$ cat src/design/bmiod_pkg.sv
// ----------------------------------------------------------------------------
// bmiod_pkg: shared types and codes for the banked memory / io decoder
// Transaction payloads, function codes, status codes and decoder constants.
// ----------------------------------------------------------------------------
package bmiod_pkg;

   // bus function codes
   localparam logic [1:0] FUNC_MEM_READ  = 2'd0;
   localparam logic [1:0] FUNC_MEM_WRITE = 2'd1;
   localparam logic [1:0] FUNC_IO_READ   = 2'd2;
   localparam logic [1:0] FUNC_IO_WRITE  = 2'd3;

   // access status codes
   localparam logic [2:0] ST_MEM_READ  = 3'd0;
   localparam logic [2:0] ST_MEM_WRITE = 3'd1;
   localparam logic [2:0] ST_UNMAPPED  = 3'd2;
   localparam logic [2:0] ST_KEYBOARD  = 3'd3;
   localparam logic [2:0] ST_LATCH     = 3'd4;
   localparam logic [2:0] ST_IO        = 3'd5;

   // configuration register indexes
   localparam int unsigned CSR_INDEX_W = 2;
   localparam int unsigned CSR_DATA_W  = 2;
   localparam logic [CSR_INDEX_W-1:0] CSR_CARD_PRESENT = 2'd0;
   localparam logic [CSR_INDEX_W-1:0] CSR_LARGE_MODEL  = 2'd1;
   localparam logic [CSR_INDEX_W-1:0] CSR_HIRES_KIND   = 2'd2;

   // video mod kinds
   localparam logic [1:0] HIRES_NONE     = 2'd0;
   localparam logic [1:0] HIRES_PORT_32  = 2'd1;
   localparam logic [1:0] HIRES_PORT_222 = 2'd2;

   // io port numbers
   localparam logic [7:0] PORT_BANK     = 8'd55;
   localparam logic [7:0] PORT_COMPAT   = 8'd58;
   localparam logic [7:0] PORT_VIDEO_32 = 8'd32;
   localparam logic [7:0] PORT_VIDEO_222 = 8'd222;

   // address map boundaries
   localparam logic [15:0] ADDR_OVERLAY_LO = 16'h4000;
   localparam logic [15:0] ADDR_LATCH_LO   = 16'h6800;
   localparam logic [15:0] ADDR_LATCH_HI   = 16'h6FFF;
   localparam logic [15:0] ADDR_VIDEO_LO   = 16'h7000;
   localparam logic [15:0] ADDR_VIDEO_END  = 16'h7800;
   localparam logic [15:0] ADDR_TOP_SMALL  = 16'h9000;
   localparam logic [15:0] ADDR_TOP_LARGE  = 16'hB800;

   localparam logic [2:0] MODE_BITS_RESET = 3'b010;

   typedef struct packed {
      logic [1:0]  func;
      logic [15:0] bus_address;
      logic [7:0]  write_data;
   } req_payload_type;

   typedef struct packed {
      logic [2:0]  access_status;
      logic [17:0] phys_address;
      logic [7:0]  row_select;
      logic [7:0]  output_latch;
      logic [2:0]  graphics_mode;
      logic [1:0]  video_bank;
      logic        video_contention;
   } rsp_payload_type;

endpackage

$ cat src/design/banked_memory_io_decoder_core.sv
// ----------------------------------------------------------------------------
// banked_memory_io_decoder_core: cpu bus access decoder with banking
// Maps memory and io transactions onto a 137216-byte store, keyboard row
// strobes and the output latch, and keeps the bank and video registers.
// ----------------------------------------------------------------------------
//
//  channel   ports                               direction  content
//  req       req_valid req_stall req_payload     in         func, address, data
//  rsp       rsp_valid rsp_stall rsp_payload     out        status, map, regs
//  csr       csr_write_enable csr_index csr_...  in         card, model, hires
//
//  one transaction per cycle sustained while rsp is not stalled; rsp valid
//  rises once an accepted req has passed through both registers in turn
//  (input register, then result register)
//  decode and register update happen as a transaction leaves the input
//  register, so a stall on rsp holds both stages and the register state
//  reset is synchronous and active high; it clears both valids and puts the
//  configuration and bank/video/latch registers to their power-up values
//  req_stall rises only when the input register holds a transaction that
//  cannot move into a full, stalled result register
//
module banked_memory_io_decoder_core
   import bmiod_pkg::*;
(
   input  logic                   clock,
   input  logic                   reset,
   // request channel
   input  logic                   req_valid,
   output logic                   req_stall,
   input  req_payload_type        req_payload,
   // response channel
   output logic                   rsp_valid,
   input  logic                   rsp_stall,
   output rsp_payload_type        rsp_payload,
   // configuration port
   input  logic                   csr_write_enable,
   input  logic [CSR_INDEX_W-1:0] csr_index,
   input  logic [CSR_DATA_W-1:0]  csr_write_data
);

   // configuration registers
   logic       card_present_ff;
   logic       large_model_ff;
   logic [1:0] hires_kind_ff;

   // architectural state
   logic [2:0] bank_select_ff, bank_select_in;
   logic       compat_mode_ff, compat_mode_in;
   logic [1:0] vram_bank_ff, vram_bank_in;
   logic [2:0] mode_bits_ff, mode_bits_in;
   logic [7:0] latch_value_ff, latch_value_in;

   // pipeline stages
   logic            s1_valid_ff;
   req_payload_type s1_payload_ff;
   logic            rsp_valid_ff;
   rsp_payload_type rsp_payload_ff, rsp_payload_in;

   logic advance;

   // result register frees up when empty or being taken this cycle
   assign advance   = !rsp_valid_ff || !rsp_stall;
   assign req_stall = s1_valid_ff && !advance;

   assign rsp_valid   = rsp_valid_ff;
   assign rsp_payload = rsp_payload_ff;

   // ------------------------------------------------------------------
   // decode of the transaction in the input register
   // ------------------------------------------------------------------
   always_comb begin
      logic [15:0] a;
      logic [7:0]  d;
      logic        wr;
      logic        mapped;
      logic [17:0] pa;
      logic [15:0] top;
      logic [1:0]  vb_off;

      a  = s1_payload_ff.bus_address;
      d  = s1_payload_ff.write_data;
      wr = (s1_payload_ff.func == FUNC_MEM_WRITE);

      bank_select_in = bank_select_ff;
      compat_mode_in = compat_mode_ff;
      vram_bank_in   = vram_bank_ff;
      mode_bits_in   = mode_bits_ff;
      latch_value_in = latch_value_ff;

      mapped = 1'b1;
      pa     = {2'b00, a};
      top    = ADDR_TOP_SMALL;
      vb_off = vram_bank_ff - 2'd1;

      rsp_payload_in.access_status    = ST_IO;
      rsp_payload_in.phys_address     = '0;
      rsp_payload_in.row_select       = 8'hFF;
      rsp_payload_in.video_contention = 1'b0;

      // memory map
      if (a < ADDR_OVERLAY_LO) begin
         // fixed rom, writes are dropped
         mapped = !wr;
      end else if (a < ADDR_LATCH_LO) begin
         // rom/ram overlay: reads see rom unless the card banks ram in
         if (!wr && (!card_present_ff || !bank_select_ff[0]))
            pa = {4'b0100, a[13:0]};
         else if (bank_select_ff[1])
            pa = {2'b01, a};
      end else if (a < ADDR_VIDEO_END) begin
         // video window, extra banks live above the second 64k
         if (hires_kind_ff != HIRES_NONE && vram_bank_ff != 2'd0)
            pa = {5'b10000, vb_off, a[10:0]};
      end else if (card_present_ff) begin
         top = compat_mode_ff ? ADDR_TOP_LARGE : ADDR_TOP_SMALL;
         if (a >= top && bank_select_ff[2])
            pa = {2'b01, a};
      end else begin
         top    = large_model_ff ? ADDR_TOP_LARGE : ADDR_TOP_SMALL;
         mapped = (a < top);
      end

      case (s1_payload_ff.func)
         FUNC_MEM_READ, FUNC_MEM_WRITE: begin
            if (a >= ADDR_LATCH_LO && a <= ADDR_LATCH_HI) begin
               if (wr) begin
                  latch_value_in = d;
                  rsp_payload_in.access_status = ST_LATCH;
               end else begin
                  rsp_payload_in.row_select    = a[7:0];
                  rsp_payload_in.access_status = ST_KEYBOARD;
               end
            end else begin
               rsp_payload_in.video_contention =
                  (a >= ADDR_VIDEO_LO) && (a < ADDR_VIDEO_END);
               if (mapped) begin
                  rsp_payload_in.phys_address  = pa;
                  rsp_payload_in.access_status = wr ? ST_MEM_WRITE : ST_MEM_READ;
               end else begin
                  rsp_payload_in.access_status = ST_UNMAPPED;
               end
            end
         end
         FUNC_IO_WRITE: begin
            if (card_present_ff) begin
               if (a[7:0] == PORT_BANK)
                  bank_select_in = d[2:0];
               else if (a[7:0] == PORT_COMPAT)
                  compat_mode_in = d[0];
            end
            if (a[7:0] == PORT_VIDEO_32 && hires_kind_ff == HIRES_PORT_32) begin
               vram_bank_in = d[1:0];
               mode_bits_in = d[4:2];
            end
            if (a[7:0] == PORT_VIDEO_222 && hires_kind_ff == HIRES_PORT_222)
               vram_bank_in = d[1:0];
         end
         default: begin
            // io read: reported, nothing changes
         end
      endcase

      // register view after this transaction
      rsp_payload_in.output_latch  = latch_value_in;
      rsp_payload_in.graphics_mode = mode_bits_in;
      rsp_payload_in.video_bank    = vram_bank_in;
   end

   // ------------------------------------------------------------------
   // control and state registers
   // ------------------------------------------------------------------
   always_ff @(posedge clock) begin
      if (reset) begin
         s1_valid_ff     <= 1'b0;
         rsp_valid_ff    <= 1'b0;
         card_present_ff <= 1'b0;
         large_model_ff  <= 1'b1;
         hires_kind_ff   <= HIRES_NONE;
         bank_select_ff  <= '0;
         compat_mode_ff  <= 1'b0;
         vram_bank_ff    <= '0;
         mode_bits_ff    <= MODE_BITS_RESET;
         latch_value_ff  <= '0;
      end else begin
         if (csr_write_enable) begin
            case (csr_index)
               CSR_CARD_PRESENT: card_present_ff <= csr_write_data[0];
               CSR_LARGE_MODEL:  large_model_ff  <= csr_write_data[0];
               CSR_HIRES_KIND:   hires_kind_ff   <= csr_write_data;
               default: begin
                  // unused index, write dropped
               end
            endcase
         end
         if (!req_stall)
            s1_valid_ff <= req_valid;
         if (advance) begin
            rsp_valid_ff <= s1_valid_ff;
            if (s1_valid_ff) begin
               bank_select_ff <= bank_select_in;
               compat_mode_ff <= compat_mode_in;
               vram_bank_ff   <= vram_bank_in;
               mode_bits_ff   <= mode_bits_in;
               latch_value_ff <= latch_value_in;
            end
         end
      end
   end

   // payload registers
   always_ff @(posedge clock) begin
      if (!req_stall && req_valid)
         s1_payload_ff <= req_payload;
      if (advance && s1_valid_ff)
         rsp_payload_ff <= rsp_payload_in;
   end

   // ------------------------------------------------------------------
   // assertions
   // ------------------------------------------------------------------
   a_stall_only_when_full: assert property (@(posedge clock) disable iff (reset)
      req_stall |-> (s1_valid_ff && rsp_valid_ff))
      else $error("req_stall raised with a free pipeline");

   a_rom_write_unmapped: assert property (@(posedge clock) disable iff (reset)
      (advance && s1_valid_ff && s1_payload_ff.func == FUNC_MEM_WRITE &&
       s1_payload_ff.bus_address < ADDR_OVERLAY_LO)
      |=> (rsp_payload_ff.access_status == ST_UNMAPPED))
      else $error("rom write not reported as unmapped");

   a_phys_zero_off_memory: assert property (@(posedge clock) disable iff (reset)
      (rsp_valid_ff && rsp_payload_ff.access_status != ST_MEM_READ &&
       rsp_payload_ff.access_status != ST_MEM_WRITE)
      |-> (rsp_payload_ff.phys_address == '0))
      else $error("physical address set on a non-memory transaction");

   a_io_read_keeps_state: assert property (@(posedge clock) disable iff (reset)
      (advance && s1_valid_ff && s1_payload_ff.func == FUNC_IO_READ)
      |=> ($stable(bank_select_ff) && $stable(vram_bank_ff) &&
           $stable(mode_bits_ff) && $stable(latch_value_ff)))
      else $error("io read changed decoder state");

endmodule
$ cat config.mk
export PLATFORM = sky130hd
export DESIGN_NAME = banked_memory_io_decoder_core
export DESIGN_NICKNAME = d
export VERILOG_FILES = /design/src/design/bmiod_pkg.sv /design/src/design/banked_memory_io_decoder_core.sv
export SDC_FILE = /design/constraint.sdc
export NUM_CORES = 1
export LEC_CHECK = 0
export ABC_AREA = 1
export ABC_CLOCK_PERIOD_IN_PS = 3830
export BUFFER_PORTS_ARGS = -buffer_cell sky130_fd_sc_hd__buf_4
export CELL_PAD_IN_SITES_DETAIL_PLACEMENT = 1
export CELL_PAD_IN_SITES_GLOBAL_PLACEMENT = 1
export CORE_MARGIN = 4
export CORE_UTILIZATION = 45
export DETAILED_ROUTE_END_ITERATION = 12
export GPL_ROUTABILITY_DRIVEN = 0
export PLACE_DENSITY = 0.92
export SLEW_MARGIN = 20
export SYNTH_ARGS = -nofsm -noshare
export SYNTH_HDL_FRONTEND = slang
export SYNTH_SLANG_ARGS = --single-unit
$ cat constraint.sdc
create_clock -name clock -period 3.83 [get_ports clock]
set_input_delay 0.5745 -clock clock [delete_from_list [all_inputs] [get_ports clock]]
set_output_delay 0.5745 -clock clock [all_outputs]
set_load 0.01 [all_outputs]
==> results.md, run 1 <==
- Dpl ws: 1510 ps
- Vias after detailed routing: 3,001
- RSZ-0062 raised after global routing: no
- Core Area: 8299 sq um
- Crit path cell chain: buf_4 > nand2_1 > nand2_1 > inv_2 > buf_4 > nor2_1 > nor2_1 > nand2_1 > inv_1
- Leading area contributor after synthesis: edfxtp_1
- Worst clock skew: 12.44 ps
- Clk Tree Root Cell: clkbuf_8
- Total track usage: 19.89%
- F_max: 510.4 MHz
- Crit path DAT: 2270 ps
- Critical Path Fanout Max: 44
- Synth cell types: 27
- Maxcap violations: 0
- Peak supply drop: 0.0002666 V
- GRT overflow: 0
- Post-Layout Cell Count: 583
- Port buffer count: 79
- Dpl cells: 567
- Die ar.: 10,150 sq um
- Clk_lat worst skew: 350 ps
- Initial antenna violation count: 0
- Iteration-0 DRC Markers: 122
- Hold Path Class: in2reg
- Seq/Total Area, Yosys: 65.40%
- Bufs and invs on worst path: 4
- Count of hold-fix buffers inserted at cts: 0
- Warning count from the yosys run: 0
- Vias in the first global route: 3,241
- Leakage: 2.051 nW
- Cell family with most CP delay: buffers and inverters
- Setup_tns: 0 ps
- Routed len/inst: 16.35 um
- Min Tclk post-route: 1959 ps
- Synth top area cells: edfxtp_1 54%, dfxtp_1 12%, nand2_1 8.7%
- Synthesized area per cell: 10.01 sq um
- Synth Register Bits: 92
- Pin count of the biggest net entering global routing: 45
- Die height: 100.8 um
- Most numerous cell on the critical path: nand2_1
- Endpoints failing setup: 0
- Share of the clock period used by the worst path: 51.15%
- Worst-Margin Slew: 1051 ps
- Clk slew on worst S/H paths: 100 ps
- CTS tree: yes
- Syn Inst Count: 387
- Worst path max stage delay: 510 ps
- Status: finished, final reports clean
- Hpwl dp: 7000 um
- FP Rows: 33
- Residual DRC count: 0
- CTS Buffer Depth: 2
- Syn_nets: 426
- Post-route ant nets: 0
- Slew Limit Fails: 0
- Required time of the critical path: 4140 ps
- H-tree levels: 3
- Post_cts resized: 0
- N_diodes: 0
- Post-Synthesis Cell Area: 3872 sq um
- Wirelength, routed: 9532 um
- Min setup slack post-route: 1871 ps
- Nets: 512
- # clock sinks: 92
- Final hold vios: 0
- Endpoint class of the critical path: flip-flop
- Ports: 80
- Via/cell ratio: 5.148
- Share of layout cells above drive strength 1: 24.06%
- Num CTS Buffers: 9
- Critical-path top delay cell: buf_4
- Die X: 100.8 um
- Global-route wire length before repair: 15,550 um
- Area Growth Syn to Fin: 22.97%
- Worst Setup Start Kind: input pin
- Number of detailed-route iterations in the first pass: 4
- Initial Util: 46.66%
- Final core occ: 57.38%
- Setup Buffers After CTS: 0
- Crit Path Class: in2reg
- PwrDens: 415.7 nW/um^2
- Max transition margin: 29.83%
- Share of the synthesized area in the top cell type: 53.51%
-- per-stage QoR --
stage | instance area, sq um | hold slack [ps] | power, mW
floorplan | 3872 | 440.8 | 1.291
global placement | 4577 | 457.9 | 1.376
detailed placement | 4577 | 476.0 | 1.391
CTS | 4762 | 373.5 | 1.991
global route | 4762 | 366.2 | 2.065
finish | 4762 | 388.6 | 1.980
-- placed cells by master (no fill, tap or decap), types with 4 or more instances in the layout --
| master | n |
|---|---|
| buf_4 | 80 |
| dfxtp_1 | 23 |
| nor2_1 | 66 |
| inv_1 | 48 |
| ha_1 | 4 |
| a21oi_1 | 15 |
| nand3_1 | 26 |
| nand4_1 | 4 |
| edfxtp_1 | 69 |
| o21ai_0 | 12 |
| nor2_2 | 4 |
| clkbuf_8 | 10 |
| nand2_1 | 90 |
-- Yosys cell counts (all sizes together) --
library cell and instances:
buf 3, ha 4, clkinv 1, nor4 2, o21ai 13, nand4 4, dfxtp 23, nand2 95
clkbuf 2, a21oi 15, a21boi 1, nor3 4, nor2 71, inv 51, and2 1, nand3 28
edfxtp 69
-- cell families (layout without fill, tap and decap cells) --
kind of cell    after synthesis  in the layout  synth area share (%)
fa+ha+maj                     4              4                 1.292
simple gates                205            205                 23.33
buf+inv                      57            148                 5.783
flops                        92             92                 65.40
compound gates               29             29                 4.200
-- flip-flops by register name, summed over array words and instances (netlist names) --
register         count
rsp_payload         43
s1_payload_ff       26
latch_value_ff       8
bank_select_ff       3
mode_bits_ff         3
hires_kind_ff        2
vram_bank_ff         2
card_present_ff      1
compat_mode_ff       1
large_model_ff       1
rsp_valid            1
s1_valid_ff          1
-- metal layers --
layer / track usage (%) / part of all wire (%) / vias up
li1: - / - / 1434
met3: 4.706 / 5.7 / 15
met4: 5.907 / 1.9 / 0
met1: 23.09 / 39 / 1455
met2: 36.20 / 53 / 97
met5: 0 / 0 / -
-- path summary, 6_finish.rpt --
kind,startpoint,to,slack [ps],depth (start not counted)
worst max-delay path,rsp_stall,latch_value_ff[0],1870,9
worst min-delay path,req_payload[6],s1_payload_ff[6],390,1
worst max register to register,rsp_valid,latch_value_ff[0],1880,8
worst min register to register,s1_valid_ff,rsp_valid,500,2
-- power by group --
part           leakage (nW)  internal, mW  total [mW]  switching [mW]
clock                0.0928         0.258       0.609           0.350
sequential            0.821          1.13        1.16          0.0313
combinational          1.14        0.0842       0.210           0.126
-- cell type report --
class                   count  area [sq um]
repair buffers             80         600.6
clock buffers              10         137.6
well taps                 105         131.4
multi-input cells         238          1116
inverters                  52         196.4
clock inverters             6         47.55
flip-flops and latches     92          2532
fillers                   945          3537
-- worst reg2reg max path: cells and delay by family, from the launching register on --
| family | cells | cell delay [ps] |
|---|---|---|
| buffers and inverters | 3 | 990 |
| AND/OR/NAND/NOR | 5 | 610 |
| flip-flops | 1 | 330 |
Note: power is estimated with default switching activity, not from simulation.
==> run 2, diff against run 1 <==
Settings changed: ABC_CLOCK_PERIOD_IN_PS 3830 to 2000, CORE_UTILIZATION 45 to 42, PLACE_DENSITY 0.92 to 0.87.
Clock period 3.83 ns to 2 ns, I/O delays scaled along.
==> run 2 against run 1 <==
Effect of this change:
- die area is 6.6% higher
- core utilization is 2.9 points lower
- global-route usage shrank 1.7 points
- combinational power rose by 92%
- via count down 1.8%
- critical endpoint is now rsp_payload[17]
==> results.md, run 2 (synthesis gave the netlist of run 1 again) <==
- Placed Instance Area: 4601 sq um
- CTS tree: yes
- Via/cell ratio: 5.022
- Worst clock skew: 15.74 ps
- Number of detailed-route iterations in the first pass: 4
- Slew Limit Fails: 0
- Wirelength, routed: 9538 um
- Vias after detailed routing: 2,948
- Hold Path Stages: 1
- Worst Setup Start Kind: flip-flop
- Pin count of the biggest net entering global routing: 67
- Sequential Power Share: 55.8%
- PwrDens: 824.5 nW/um^2
- F_max: 545.3 MHz
- Global-route wire length before repair: 15,570 um
- Logic gate share of total power: 10.1%
- Share of layout cells above drive strength 1: 24.01%
- Hpwl dp: 7001 um
- Nets: 513
- Met1 global-route usage: 20.86%
- Endpoints failing setup: 0
- Post-route ant nets: 0
- GRT overflow: 0
- Crit Path Class: reg2reg
- Initial antenna violation count: 0
- Path depth of the worst reg2reg path: 6
- Maxcap violations: 0
- Count of hold-fix buffers inserted at cts: 0
- Fin area: 4821 sq um
- Hold Path Class: in2reg
- Clk Tree Root Cell: clkbuf_8
- Routed len/inst: 16.25 um
- Leakage: 2.076 nW
- Min setup slack post-route: 166.3 ps
- Required time of the critical path: 2100 ps
- Die height: 104.0 um
- Residual DRC count: 0
- Final hold vios: 0
- Met2 usage: 32.22%
- Total track usage: 18.24%
- Area Growth Syn to Fin: 24.49%
- Final Power: 3.975 mW
- Post-Layout Cell Count: 587
- RR Startpoint: s1_payload_ff[23]
- Dpl ws: 154.8 ps
- Status: finished, final reports clean
- Num CTS Buffers: 9
- Worst-Margin Slew: 408.9 ps
- Crit path DAT: 1930 ps
- Core Area: 8848 sq um
- H-tree levels: 3
- Reg2Reg Setup Slack: 170 ps
- Max transition margin: 72.49%
- Die X: 104.0 um
- Ports: 80
- Setup_tns: 0 ps
- Vias in the first global route: 3,143
- Port buffer count: 79
- GR Util met3: 5.587%
- Clk_lat worst skew: 360 ps
- Min Tclk post-route: 1834 ps
- FF-to-FF End: rsp_payload[17]
- CTS Buffer Depth: 2
- Endpoint class of the critical path: flip-flop
- Clk slew on worst S/H paths: 90 ps
- # clock sinks: 92
- Most frequent cells in the layout: 90 x nand2_1, 80 x buf_4, 69 x edfxtp_1
- Global route hottest layer: met2
- Dpl cells: 571
- N_diodes: 0
- Sw Share: 23.96%
- Share of the clock period used by the worst path: 91.69%
- Die ar.: 10,820 sq um
- RSZ-0062 raised after global routing: no
- Sw Pwr: 952.2 uW
- Clock power share: 34.0%
- Critical Path Fanout Max: 8
- FP Rows: 34
- Iteration-0 DRC Markers: 127
- Worst Hold Path EP: s1_payload_ff[17]
- Initial Util: 43.76%
- Most common cell after layout, fill and taps aside: nand2_1
- HP Start: req_payload[17]
- Peak supply drop: 0.0003983 V
- Int Pwr: 3.023 mW
- Number of flip-flops in the largest register: 43
[run 2: cell type report]
| cell class | count | area (sq um) |
|---|---|---|
| Timing Repair Buffer | 81 | 620.6 |
| Multi-Input combinational cell | 238 | 1116 |
| Inverter | 52 | 196.4 |
| Fill cell | 1020 | 4028 |
| Tap cell | 108 | 135.1 |
| Clock inverter | 4 | 53.80 |
| Clock buffer | 12 | 166.4 |
| Sequential cell | 92 | 2532 |
[run 2: power by group through the flow]
stage | Clock, mW | Combinational [mW] | Sequential [mW]
2_1_floorplan | 0 | 0.203 | 2.27
3_3_place_gp | 0 | 0.381 | 2.26
3_5_place_dp | 0 | 0.405 | 2.26
4_1_cts | 1.39 | 0.409 | 2.22
5_1_grt | 1.47 | 0.449 | 2.23
6_report | 1.35 | 0.403 | 2.22
[run 2: repair_timing]
item                       4_1_cts  5_1_grt
gates resized for setup          0        1
setup endpoints to repair        0        5
setup buffers                    0        0
hold endpoints to repair         0        0
[run 2: how the worst max path moves through the flow]
| stage | startpoint | endpoint | slack, ps | cells past startpoint |
|---|---|---|---|---|
| 6_report | s1_payload_ff[23] | rsp_payload[17] | 170 | 6 |
| 3_3_place_gp | s1_payload_ff[21] | rsp_payload[40] | 260 | 6 |
| 4_1_cts | s1_payload_ff[21] | rsp_payload[33] | 130 | 8 |
| 5_1_grt | s1_payload_ff[23] | rsp_payload[17] | 50 | 6 |
| 3_5_place_dp | s1_payload_ff[21] | rsp_payload[33] | 150 | 8 |
| 2_1_floorplan | rsp_valid | rsp_payload[0] | 130 | 4 |
[run 2: critical path, stage by stage (launching register included)]
cell and delay, ps:
edfxtp_1 470, inv_2 150, nand2_2 80, nor2_2 280, inv_1 160, nor3_4 310, nand2_1 130
[run 2: routing by layer]
metal	vias up	routed length, um
met1	1412	3855
met2	85	4984
met5	-	0
met3	19	480
met4	0	217
li1	1432	-
[run 2: per-stage QoR]
| stage | hold slack (ps) | utilization [%] |
|---|---|---|
| after detailed placement | 464.0 | 51.99 |
| after CTS | 86.96 | 54.48 |
| after global routing | 72.59 | 54.48 |
| after global placement | 449.7 | 51.99 |
| final | 105.1 | 54.48 |
| after floorplan | 398.9 | - |
